===== src/sv/mrlf_pkg.sv =====
`timescale 1ns / 1ps
`default_nettype none

package mrlf_pkg;

    // character codes
    localparam logic [7:0] CH_NUL    = 8'h00;
    localparam logic [7:0] CH_LF     = 8'h0a;
    localparam logic [7:0] CH_CR     = 8'h0d;
    localparam logic [7:0] CH_PROMPT = 8'h3e;
    localparam logic [7:0] CH_COLON  = 8'h3a;
    localparam logic [7:0] CH_ZERO   = 8'h30;
    localparam logic [7:0] CH_NINE   = 8'h39;

    // "+IPD" header tag and the place where the count digits start
    localparam int HDR_LEN   = 4;
    localparam int COUNT_POS = 5;
    localparam logic [7:0] HDR_TAG [HDR_LEN] = '{8'h2b, 8'h49, 8'h50, 8'h44};

    localparam logic [15:0] COUNT_MAX = 16'hffff;

    // result kinds
    localparam logic KIND_BINARY = 1'b0;
    localparam logic KIND_LINE   = 1'b1;

    typedef enum logic [3:0] {
        S_IDLE   = 4'b0001,
        S_DECODE = 4'b0010,
        S_READ   = 4'b0100,
        S_PUSH   = 4'b1000
    } state_t;

    // controller to datapath
    typedef struct packed {
        logic take;
        logic store;
        logic emit_bin;
        logic hdr_load;
        logic start_emit;
        logic rd_issue;
        logic push;
    } cmd_t;

    // datapath to controller
    typedef struct packed {
        logic zero;
        logic bin_pending;
        logic is_lf;
        logic is_cr;
        logic is_prompt;
        logic len_zero;
        logic hdr_hit;
        logic slot_free;
        logic at_last;
    } status_t;

endpackage

`default_nettype wire


===== src/sv/modem_response_line_framer.sv =====
`timescale 1ns / 1ps
`default_nettype none

// Modem response line framer: takes one received UART byte per request on
// rx_byte and returns binary payload bytes (kind 0, last 1) while a "+IPD"
// count is pending, or whole text lines (kind 1, last on the final byte) when
// CR or '>' ends a line. A byte with no result passes through decode and
// returns to ready; a binary byte is loaded once the output register is free;
// a completed line goes out character by character, each a registered read of
// the line store ahead of an output load that waits for a free output register.
// A result may wait at the output while the block idles for the next byte.
module modem_response_line_framer
    import mrlf_pkg::*;
#(
    parameter int LINE_BYTES = 64
)
(
    input  wire logic       clk,
    input  wire logic       rst_n,
    input  wire logic       in_valid,
    output logic            in_ready,
    input  wire logic [7:0] rx_byte,
    output logic            out_valid,
    input  wire logic       out_ready,
    output logic            kind,
    output logic [7:0]      data_byte,
    output logic            last
);

    cmd_t    cmd;
    status_t st;

    mrlf_ctrl u_ctrl (
        .clk      (clk),
        .rst_n    (rst_n),
        .in_valid (in_valid),
        .in_ready (in_ready),
        .st       (st),
        .cmd      (cmd)
    );

    mrlf_dpath #(
        .LINE_BYTES (LINE_BYTES)
    ) u_dpath (
        .clk       (clk),
        .rst_n     (rst_n),
        .rx_byte   (rx_byte),
        .cmd       (cmd),
        .st        (st),
        .out_ready (out_ready),
        .out_valid (out_valid),
        .kind      (kind),
        .data_byte (data_byte),
        .last      (last)
    );

endmodule

`default_nettype wire


===== src/sv/mrlf_ctrl.sv =====
`timescale 1ns / 1ps
`default_nettype none

module mrlf_ctrl
    import mrlf_pkg::*;
(
    input  wire logic    clk,
    input  wire logic    rst_n,
    input  wire logic    in_valid,
    output logic         in_ready,
    input  wire status_t st,
    output cmd_t         cmd
);

    state_t state_reg;
    state_t state_next;

    assign in_ready = (state_reg == S_IDLE);

    // next state and commands
    always_comb
    begin
        state_next = state_reg;
        cmd        = '0;
        case (state_reg)
            S_IDLE:
            begin
                if (in_valid)
                begin
                    cmd.take   = 1'b1;
                    state_next = S_DECODE;
                end
            end
            S_DECODE:
            begin
                if (st.zero)
                begin
                    state_next = S_IDLE;
                end
                else if (st.bin_pending)
                begin
                    if (st.slot_free)
                    begin
                        cmd.emit_bin = 1'b1;
                        state_next   = S_IDLE;
                    end
                end
                else if (st.is_lf)
                begin
                    state_next = S_IDLE;
                end
                else if (st.is_cr)
                begin
                    if (st.len_zero)
                    begin
                        state_next = S_IDLE;
                    end
                    else
                    begin
                        cmd.start_emit = 1'b1;
                        state_next     = S_READ;
                    end
                end
                else if (st.is_prompt)
                begin
                    cmd.store      = 1'b1;
                    cmd.start_emit = 1'b1;
                    state_next     = S_READ;
                end
                else
                begin
                    cmd.store    = 1'b1;
                    cmd.hdr_load = st.hdr_hit;
                    state_next   = S_IDLE;
                end
            end
            S_READ:
            begin
                cmd.rd_issue = 1'b1;
                state_next   = S_PUSH;
            end
            S_PUSH:
            begin
                if (st.slot_free)
                begin
                    cmd.push   = 1'b1;
                    state_next = st.at_last ? S_IDLE : S_READ;
                end
            end
            default:
            begin
                state_next = S_IDLE;
            end
        endcase
    end

    // state register
    always_ff @(posedge clk or negedge rst_n)
    begin
        if (!rst_n)
        begin
            state_reg <= S_IDLE;
        end
        else
        begin
            state_reg <= state_next;
        end
    end

`ifndef SYNTHESIS
    a_last_push_idle: assert property (@(posedge clk) disable iff (!rst_n)
        (state_reg == S_PUSH && st.slot_free && st.at_last) |=> (state_reg == S_IDLE))
        else $error("line run did not return to idle after its last byte");

    a_state_onehot: assert property (@(posedge clk) disable iff (!rst_n)
        $onehot(state_reg))
        else $error("state register is not one-hot");

    a_take_accept: assert property (@(posedge clk) disable iff (!rst_n)
        cmd.take |-> (in_valid && in_ready))
        else $error("request taken without a handshake");
`endif

endmodule

`default_nettype wire


===== src/sv/mrlf_dpath.sv =====
`timescale 1ns / 1ps
`default_nettype none

module mrlf_dpath
    import mrlf_pkg::*;
#(
    parameter int LINE_BYTES = 64
)
(
    input  wire logic       clk,
    input  wire logic       rst_n,
    input  wire logic [7:0] rx_byte,
    input  wire cmd_t       cmd,
    output status_t         st,
    input  wire logic       out_ready,
    output logic            out_valid,
    output logic            kind,
    output logic [7:0]      data_byte,
    output logic            last
);

    localparam int IW = $clog2(LINE_BYTES);
    localparam logic [IW-1:0] LEN_MAX = IW'(LINE_BYTES - 1);

    logic [7:0]    mem [LINE_BYTES];
    logic [7:0]    rx_reg;
    logic [7:0]    rd_reg;
    logic [IW-1:0] len_reg;
    logic [IW-1:0] len_next;
    logic [IW-1:0] idx_reg;
    logic [IW-1:0] idx_next;
    logic [15:0]   bin_reg;
    logic [15:0]   bin_next;
    logic          prefix_reg;
    logic          prefix_next;
    logic          run_reg;
    logic          run_next;
    logic [15:0]   acc_reg;
    logic [15:0]   acc_next;
    logic          out_valid_reg;
    logic          out_valid_next;
    logic          kind_reg;
    logic          kind_next;
    logic [7:0]    data_reg;
    logic [7:0]    data_next;
    logic          last_reg;
    logic          last_next;

    logic          room;
    logic          store_ok;
    logic          is_digit;
    logic [3:0]    digit;
    logic [19:0]   acc_mul;
    logic [15:0]   acc_sat;
    logic [15:0]   count_val;
    logic          tag_match;
    logic          at_last;
    logic          slot_free;

    // byte classification
    always_comb
    begin
        room      = (len_reg < LEN_MAX);
        store_ok  = cmd.store && room;
        is_digit  = (rx_reg inside {[CH_ZERO:CH_NINE]});
        digit     = rx_reg[3:0];
        tag_match = (rx_reg == HDR_TAG[len_reg[1:0]]);
        at_last   = (idx_reg == len_reg - IW'(1));
        slot_free = !out_valid_reg || out_ready;
        count_val = (len_reg == IW'(COUNT_POS)) ? 16'd0 : acc_reg;
    end

    // decimal accumulate, acc*10 + digit, saturating
    always_comb
    begin
        acc_mul = {1'b0, acc_reg, 3'b000} + {3'b000, acc_reg, 1'b0} + {16'd0, digit};
        acc_sat = (acc_mul > {4'd0, COUNT_MAX}) ? COUNT_MAX : acc_mul[15:0];
    end

    // status to controller
    always_comb
    begin
        st.zero        = (rx_reg == CH_NUL);
        st.bin_pending = (bin_reg != 16'd0);
        st.is_lf       = (rx_reg == CH_LF);
        st.is_cr       = (rx_reg == CH_CR);
        st.is_prompt   = (rx_reg == CH_PROMPT);
        st.len_zero    = (len_reg == '0);
        st.hdr_hit     = room && prefix_reg && (rx_reg == CH_COLON)
                         && (len_reg >= IW'(COUNT_POS));
        st.slot_free   = slot_free;
        st.at_last     = at_last;
    end

    // line length, read index, header tracking
    always_comb
    begin
        len_next    = len_reg;
        idx_next    = idx_reg;
        prefix_next = prefix_reg;
        run_next    = run_reg;
        acc_next    = acc_reg;
        bin_next    = bin_reg;

        if (cmd.hdr_load || (cmd.push && at_last))
        begin
            len_next = '0;
        end
        else if (store_ok)
        begin
            len_next = len_reg + IW'(1);
        end

        if (cmd.start_emit)
        begin
            idx_next = '0;
        end
        else if (cmd.push && !at_last)
        begin
            idx_next = idx_reg + IW'(1);
        end

        if (store_ok)
        begin
            if (len_reg == '0)
            begin
                prefix_next = tag_match;
            end
            else if (len_reg < IW'(HDR_LEN))
            begin
                prefix_next = prefix_reg && tag_match;
            end

            if (len_reg == IW'(COUNT_POS))
            begin
                run_next = is_digit;
                acc_next = is_digit ? {12'd0, digit} : 16'd0;
            end
            else if (len_reg > IW'(COUNT_POS))
            begin
                if (run_reg && is_digit)
                begin
                    acc_next = acc_sat;
                end
                else
                begin
                    run_next = 1'b0;
                end
            end
        end

        if (cmd.hdr_load)
        begin
            bin_next = count_val;
        end
        else if (cmd.emit_bin)
        begin
            bin_next = bin_reg - 16'd1;
        end
    end

    // output register
    always_comb
    begin
        out_valid_next = out_valid_reg;
        kind_next      = kind_reg;
        data_next      = data_reg;
        last_next      = last_reg;
        if (cmd.emit_bin)
        begin
            out_valid_next = 1'b1;
            kind_next      = KIND_BINARY;
            data_next      = rx_reg;
            last_next      = 1'b1;
        end
        else if (cmd.push)
        begin
            out_valid_next = 1'b1;
            kind_next      = KIND_LINE;
            data_next      = rd_reg;
            last_next      = at_last;
        end
        else if (out_ready)
        begin
            out_valid_next = 1'b0;
        end
    end

    // control registers
    always_ff @(posedge clk or negedge rst_n)
    begin
        if (!rst_n)
        begin
            len_reg       <= '0;
            idx_reg       <= '0;
            bin_reg       <= 16'd0;
            prefix_reg    <= 1'b0;
            run_reg       <= 1'b0;
            acc_reg       <= 16'd0;
            out_valid_reg <= 1'b0;
        end
        else
        begin
            len_reg       <= len_next;
            idx_reg       <= idx_next;
            bin_reg       <= bin_next;
            prefix_reg    <= prefix_next;
            run_reg       <= run_next;
            acc_reg       <= acc_next;
            out_valid_reg <= out_valid_next;
        end
    end

    // payload registers
    always_ff @(posedge clk)
    begin
        if (cmd.take)
        begin
            rx_reg <= rx_byte;
        end
        kind_reg <= kind_next;
        data_reg <= data_next;
        last_reg <= last_next;
    end

    // line store, one write and one registered read
    always_ff @(posedge clk)
    begin
        if (store_ok)
        begin
            mem[len_reg] <= rx_reg;
        end
        if (cmd.rd_issue)
        begin
            rd_reg <= mem[idx_reg];
        end
    end

    assign out_valid = out_valid_reg;
    assign kind      = kind_reg;
    assign data_byte = data_reg;
    assign last      = last_reg;

`ifndef SYNTHESIS
    a_len_bound: assert property (@(posedge clk) disable iff (!rst_n)
        len_reg <= LEN_MAX)
        else $error("line length beyond store capacity");

    a_bin_nonzero: assert property (@(posedge clk) disable iff (!rst_n)
        cmd.emit_bin |-> (bin_reg != 16'd0))
        else $error("binary byte sent with no count pending");

    a_bin_dec: assert property (@(posedge clk) disable iff (!rst_n)
        (cmd.emit_bin && !cmd.hdr_load) |=> (bin_reg == $past(bin_reg) - 16'd1))
        else $error("binary count did not drop by one");

    a_push_slot: assert property (@(posedge clk) disable iff (!rst_n)
        (cmd.push || cmd.emit_bin) |-> slot_free)
        else $error("result loaded over an untaken result");
`endif

endmodule

`default_nettype wire


===== config.mk =====
export PLATFORM = sky130hd
export DESIGN_NAME = modem_response_line_framer
export DESIGN_NICKNAME = d
export VERILOG_FILES = /design/src/sv/mrlf_pkg.sv /design/src/sv/modem_response_line_framer.sv /design/src/sv/mrlf_ctrl.sv /design/src/sv/mrlf_dpath.sv
export SDC_FILE = /design/constraint.sdc
export NUM_CORES = 1
export LEC_CHECK = 0
export BUFFER_PORTS_ARGS = -buffer_cell sky130_fd_sc_hd__buf_4
export CAP_MARGIN = 20
export CORE_ASPECT_RATIO = 1.25
export CORE_MARGIN = 5
export CORE_UTILIZATION = 57
export DETAILED_ROUTE_END_ITERATION = 10
export MAX_ROUTING_LAYER = met4
export PLACE_DENSITY = 0.75
export RECOVER_POWER = 50
export SYNTH_ARGS = -nofsm -noshare
export SYNTH_HDL_FRONTEND = slang
export SYNTH_SLANG_ARGS = --single-unit
export TNS_END_PERCENT = 100

===== constraint.sdc =====
create_clock -name clk -period 3.5 [get_ports clk]
set_input_delay 0.7 -clock clk [delete_from_list [all_inputs] [get_ports clk]]
set_output_delay 0.7 -clock clk [all_outputs]
set_load 0.02 [all_outputs]

==> results.toml, run 1 <==
[placed_design]
preCtsSetupSlack_ns = 0.232
dp.final_hpwl_mm = 34.1
portBuffers = 23
dpl_cell_area_um2 = 26300
gp_congestion = 0.856

[clock_network]
clk_path_buf_depth = 3
root_buffer = "clkbuf_16"
numCtsBuffers = 53
htreeDepth = 2
clock-sinks = 589
worstSkewPairLatency_ns = 0.60
cts_tree = "built"
clkTransAtPathRegs_ns = 0.07
ctsResizeCount = 0
hold_buffers = 0
cts_setup_buffers = 0

[pwr]
p_per_area_nw_per_um2 = 568
leakagePower_nw = 9.27
power_mw = 15.9
ir_worst_vdd_uv = 392

[critical_path]
r2r-start = "u_dpath.bin_reg[3]$_DFFE_PN0P_"
path_max_fanout = 8
crit_path_start = "u_dpath.bin_reg[3]$_DFFE_PN0P_"
cp_data_arrival_time_ns = 3.54
crit_required_ns = 3.78
worst_setup_path_end_kind = "flop"
worstSetupStartpointType = "flop"
worstSetupPathType = "reg -> reg"

[sta]
rsz0062_at_grt = "no"
period_minus_slack_ns = 3.26
clock_skew_ns = 0.0293
tightest_slew_ns = 1.62
clock.fmax_mhz = 307
relSlewSlack = -0.0944
final-hold-violation-count = 0
final_max_slew_viol_count = 240
min_period_over_period = 0.931
layout_setup_ws_ns = 0.241
setup_viol = 0

[drt]
ant_nets = 0
drc = 0
detail_route.wl_per_cell_um = 27.0
drt_iter0_drc = 1357
dr.pass1.iters = 5
drt_wl_total_mm = 55.4
num_vias = 12978
vias_per_cell = 6.32

[floorplan]
io_pins = 24
coreArea_um2 = 42900
die_h_um = 242
die_x_um = 196
num_rows = 85
dieArea_um2 = 47400
initial_utilization = 0.573

[synth]
synth-edff-count = 536
synthCells = 1321
synth_top_family_by_area = "multiplexers"
synthDistinctLibCells = 65
syn_nets = 1372
synth_top_flop_cell = "edfxtp_1"
synth_adder_area_share = 0.0205
synthMuxAreaShare = 0.161
yosysWarnings = 0
synth_async_sr_flop_share = 0.0866
synth-xor-area-share = 0.0128
seq_area_frac_synth = 0.709
synth.cell_area_um2 = 24600
syn_avg_cell_area_um2 = 18.6
synth-seq-cells = 589
synth_compound_area_frac = 0.0297
synth-simple-area-share = 0.0545

[cells_and_area]
fillCellCount = 2750
final_area_um2 = 28000
seq_area_um2 = 17400
final_util = 0.653
final_cell_mix = "edfxtp_1, mux4_2, buf_4"
layout.nets = 1490
multi_input_area_um2 = 7050
final_common_cell = "edfxtp_1"
areaGrowthSynthToFinish_pct = 14.0
drive_gt1_frac = 0.278
largest_reg_flops = 512

[global_routing]
grt_start_max_net_pins = 74
grt_pass1_vias = 13095
grt_pass1_wl_mm = 83.9
track_usage = 0.242
grt-ovfl-total = 0
antenna_found_initial = 5

[outcome]
violations = "capacitance limit, slew limit"
outcome = "complete, but fails checks"

[run]
max-cap-violations = 4

[hold_path]
hp-class = "in -> async"
==> critical path, stage by stage, from the launching register on <==
cell and delay (ns):
dfrtp_1 0.43, nor4_2 0.34, or3b_1 0.39, or3_1 0.42, or2_1 0.28, nor2_1 0.26, nand3b_1 0.33, nor2_1 0.27
buf_4 0.24
==> Yosys cell counts, drive strengths merged (5+ instances only) <==
master / instances / area [um2]
edfxtp: 536 / 16100
mux4: 168 / 3780
nor2: 92 / 353
nand2: 76 / 285
clkbuf: 50 / 188
dfrtp: 50 / 1250
a21oi: 39 / 195
ha: 37 / 463
o21ai: 35 / 175
nand3: 26 / 130
nor4: 21 / 144
xnor2: 20 / 175
buf: 18 / 85.1
xor2: 16 / 140
inv: 13 / 48.8
nor3: 10 / 50.1
mux2: 8 / 90.1
mux2i: 7 / 70.1
nand4: 6 / 37.5
a21o: 5 / 37.5
nor2b: 5 / 31.3
o211ai: 5 / 37.5
==> routing by layer <==
layer / wire, um / global-route usage / part of all wire / up-vias
met5: 0 / - / 0 / -
met4: 1870 / 0.0733 / 0.034 / 0
met3: 4030 / 0.0459 / 0.073 / 104
li1: - / - / - / 5597
met1: 21200 / 0.320 / 0.38 / 6755
met2: 28300 / 0.391 / 0.51 / 522
==> logic make-up (layout without fill, tap and decap cells) <==
group,after synthesis,after routing
compound gates,117,117
other cells,0,5
buf+inv,81,243
flops,589,589
fa+ha+maj,39,39
xor+xnor,36,36
simple gates,276,276
mux,183,183
==> cell type report <==
class                           count  share of cell area
Antenna cell                        5            0.000447
Clock buffer                       67              0.0500
Clock inverter                     32              0.0119
Inverter                           13             0.00174
Multi-Input combinational cell    651               0.252
Sequential cell                   589               0.622
Tap cell                          565              0.0252
Timing Repair Buffer              131              0.0368
==> stage by stage <==
stage	instances	setup TNS (ns)	hold WS (ns)
2_1_floorplan	1321	-13.96	0.404
3_3_place_gp	1949	0	0.451
3_5_place_dp	1949	0	0.457
4_1_cts	2048	0	0.169
5_1_grt	2053	0	0.194
6_report	2053	0	0.153
==> where the power goes <==
| part | total [mW] | internal, mW | leakage, nW | switching [mW] |
|---|---|---|---|---|
| registers | 7.95 | 7.84 | 5.45 | 0.113 |
| logic | 2.18 | 1.05 | 2.98 | 1.13 |
| clock network | 5.78 | 3.28 | 0.840 | 2.49 |
| total | 15.9 | 12.2 | 9.27 | 3.73 |
==> worst paths after layout <==
| path | endpoint | slack, ns | cells after the start |
|---|---|---|---|
| worst max register to register | u_dpath.mem[38][4]$_DFFE_PP_ | 0.24 | 8 |
| worst max-delay path | u_dpath.mem[38][4]$_DFFE_PP_ | 0.24 | 8 |
| max in group asynchronous | u_dpath.idx_reg[0]$_DFFE_PN0P_ | 2.83 | 1 |
| worst min register to register | u_dpath.kind$_SDFFE_PP0P_ | 0.50 | 2 |
| worst min-delay path | u_dpath.idx_reg[4]$_DFFE_PN0P_ | 0.15 | 1 |
| min in group clk | u_dpath.rx_reg[0]$_DFFE_PP_ | 0.32 | 1 |
Note: power is estimated with default switching activity, not from simulation.
==> run 2: changes to the inputs <==
--- a/config.mk
+++ b/config.mk
@@ -9,10 +9,11 @@
 export CAP_MARGIN = 20
 export CORE_ASPECT_RATIO = 1.25
 export CORE_MARGIN = 5
-export CORE_UTILIZATION = 57
+export CORE_UTILIZATION = 39
+export CTS_BUF_LIST = sky130_fd_sc_hd__clkbuf_8
 export DETAILED_ROUTE_END_ITERATION = 10
 export MAX_ROUTING_LAYER = met4
-export PLACE_DENSITY = 0.75
+export PLACE_DENSITY = 0.55
 export RECOVER_POWER = 50
 export SYNTH_ARGS = -nofsm -noshare
 export SYNTH_HDL_FRONTEND = slang
==> results.toml, run 2 (synthesis gave the netlist of run 1 again) <==
[outcome]
outcome = "complete, but fails checks"
violations = "capacitance limit, slew limit"

[global_routing]
track_usage = 0.178
antenna_found_initial = 3
grt_pass1_wl_mm = 87.4
grt_start_max_net_pins = 74
grt-ovfl-total = 0
grt_pass1_vias = 13527

[clock_network]
worstSkewPairLatency_ns = 0.68
hold_buffers = 0
htreeDepth = 3
clkTransAtPathRegs_ns = 0.06
root_buffer = "clkbuf_8"
cts_tree = "built"
clk_path_buf_depth = 3
numCtsBuffers = 88
clock-sinks = 589

[critical_path]
r2r-start = "u_dpath.acc_reg[0]$_DFFE_PN0P_"
timing.rr.end = "u_dpath.acc_reg[2]$_DFFE_PN0P_"
path_max_fanout = 8
reg2reg_depth = 10
r2r_slack_ns = 0.24
worstSetupPathType = "reg -> reg"
cp_cell_sequence = "fa_1 -> fa_2 -> a211oi_2 -> o211ai_1 -> nand2_1 -> o41ai_2 -> mux2_2 -> buf_4 -> nor4_1 -> o221ai_1"
crit_required_ns = 4.02
worst_setup_path_end_kind = "flop"
worstSetupStartpointType = "flop"
slowest_stage = "fa_1"
cpPeakStageDelay_ns = 0.62
cp_data_arrival_time_ns = 3.78

[sta]
clock.fmax_mhz = 306
min_period_over_period = 0.933
clock_skew_ns = 0.0342
tightest_slew_ns = 1.93
relSlewSlack = -0.288
rsz0062_at_grt = "yes"
period_minus_slack_ns = 3.26
setup_viol = 0
layout_setup_ws_ns = 0.235
final-hold-violation-count = 0
final_max_slew_viol_count = 270

[hold_path]
hp-class = "in -> async"

[cells_and_area]
largest_reg_flops = 512
final_area_um2 = 28400
layout.nets = 1537
areaGrowthSynthToFinish_pct = 15.7
final_common_cell = "edfxtp_1"
final_util = 0.457
drive_gt1_frac = 0.306
final_cells = 2391
final_cell_mix = "edfxtp_1, mux4_2, buf_4"
fillCellCount = 5377

[floorplan]
dieArea_um2 = 68100
io_pins = 24
num_rows = 102
die_h_um = 291
initial_utilization = 0.395
coreArea_um2 = 62200
die_x_um = 234

[placed_design]
gp_congestion = 0.804
preCtsSetupSlack_ns = 0.208
dp.final_hpwl_mm = 36.8
portBuffers = 23
dp_cells = 2226
dpl_cell_area_um2 = 26700

[pwr]
p_sw_mw = 3.91
combPwrFrac = 0.139
leakagePower_nw = 9.47
power_mw = 15.6
intPower_mw = 11.7
power_frac_seq = 0.509
switching_share = 0.250
p_clk_frac = 0.351
ir_worst_vdd_uv = 292
p_per_area_nw_per_um2 = 551

[drt]
drc = 0
drt_wl_total_mm = 58.2
vias_per_cell = 5.35
detail_route.wl_per_cell_um = 24.3
drt_iter0_drc = 978
num_vias = 12801
ant_nets = 0
dr.pass1.iters = 5

[run]
max-cap-violations = 4
## run 2: critical path: cells and delay by family (launching register included)
family	cells	cell delay, ns
multiplexers	1	0.44
adder cells (fa/ha/maj)	2	0.89
AND/OR/NAND/NOR	2	0.40
AO/OA/AOI/OAI	4	0.77
flip-flops	1	0.44
buffers and inverters	1	0.19
## run 2: timing repair
item                       CTS  global route
setup endpoints to repair    0            24
gates resized for setup      0             2
setup buffers                0             1
## run 2: power by group through the flow
stage          Clock (mW)  Combinational [mW]  Sequential (mW)
6_report             5.50                2.18             7.97
4_1_cts              5.66                2.27             7.96
2_1_floorplan           0                1.40             8.12
3_3_place_gp            0                2.24             8.10
3_5_place_dp            0                2.26             8.11
5_1_grt              5.99                2.33             7.97
## run 2: metrics by stage
| step | hold WS (ns) | setup TNS [ns] |
|---|---|---|
| finish | 0.0849 | 0 |
| floorplan | 0.404 | -13.96 |
| CTS | 0.0538 | 0 |
| global placement | 0.454 | 0 |
| detailed placement | 0.458 | 0 |
| global route | 0.118 | -0.160 |
## run 2: how the worst max path moves through the flow
stage | to | depth (start not counted) | slack [ns] | startpoint
floorplan | u_dpath.mem[24][0]$_DFFE_PP_ | 8 | -0.19 | u_dpath.rx_reg[3]$_DFFE_PP_
global placement | u_dpath.acc_reg[2]$_DFFE_PN0P_ | 10 | 0.24 | u_dpath.acc_reg[0]$_DFFE_PN0P_
detailed placement | u_dpath.acc_reg[2]$_DFFE_PN0P_ | 10 | 0.21 | u_dpath.acc_reg[0]$_DFFE_PN0P_
CTS | u_dpath.acc_reg[2]$_DFFE_PN0P_ | 10 | 0.20 | u_dpath.acc_reg[0]$_DFFE_PN0P_
global route | u_dpath.acc_reg[2]$_DFFE_PN0P_ | 10 | -0.09 | u_dpath.acc_reg[0]$_DFFE_PN0P_
finish | u_dpath.acc_reg[2]$_DFFE_PN0P_ | 10 | 0.24 | u_dpath.acc_reg[0]$_DFFE_PN0P_
## run 2: per-layer routing
| layer | vias up | track usage | part of all wire |
|---|---|---|---|
| met1 | 6690 | 0.223 | 0.41 |
| met3 | 108 | 0.0329 | 0.047 |
| met2 | 292 | 0.291 | 0.51 |
| li1 | 5711 | - | - |
| met5 | - | - | 0 |
| met4 | 0 | 0.0642 | 0.029 |
## run 2: cell type report
type	count	area [um2]	share of cell area
Inverter	13	48.8	0.00172
Antenna cell	3	7.51	0.000264
Sequential cell	589	17400	0.613
Clock buffer	92	1270	0.0445
Clock inverter	68	455	0.0160
Multi-Input combinational cell	651	7040	0.248
Timing Repair Buffer	143	1140	0.0402
Tap cell	832	1040	0.0366
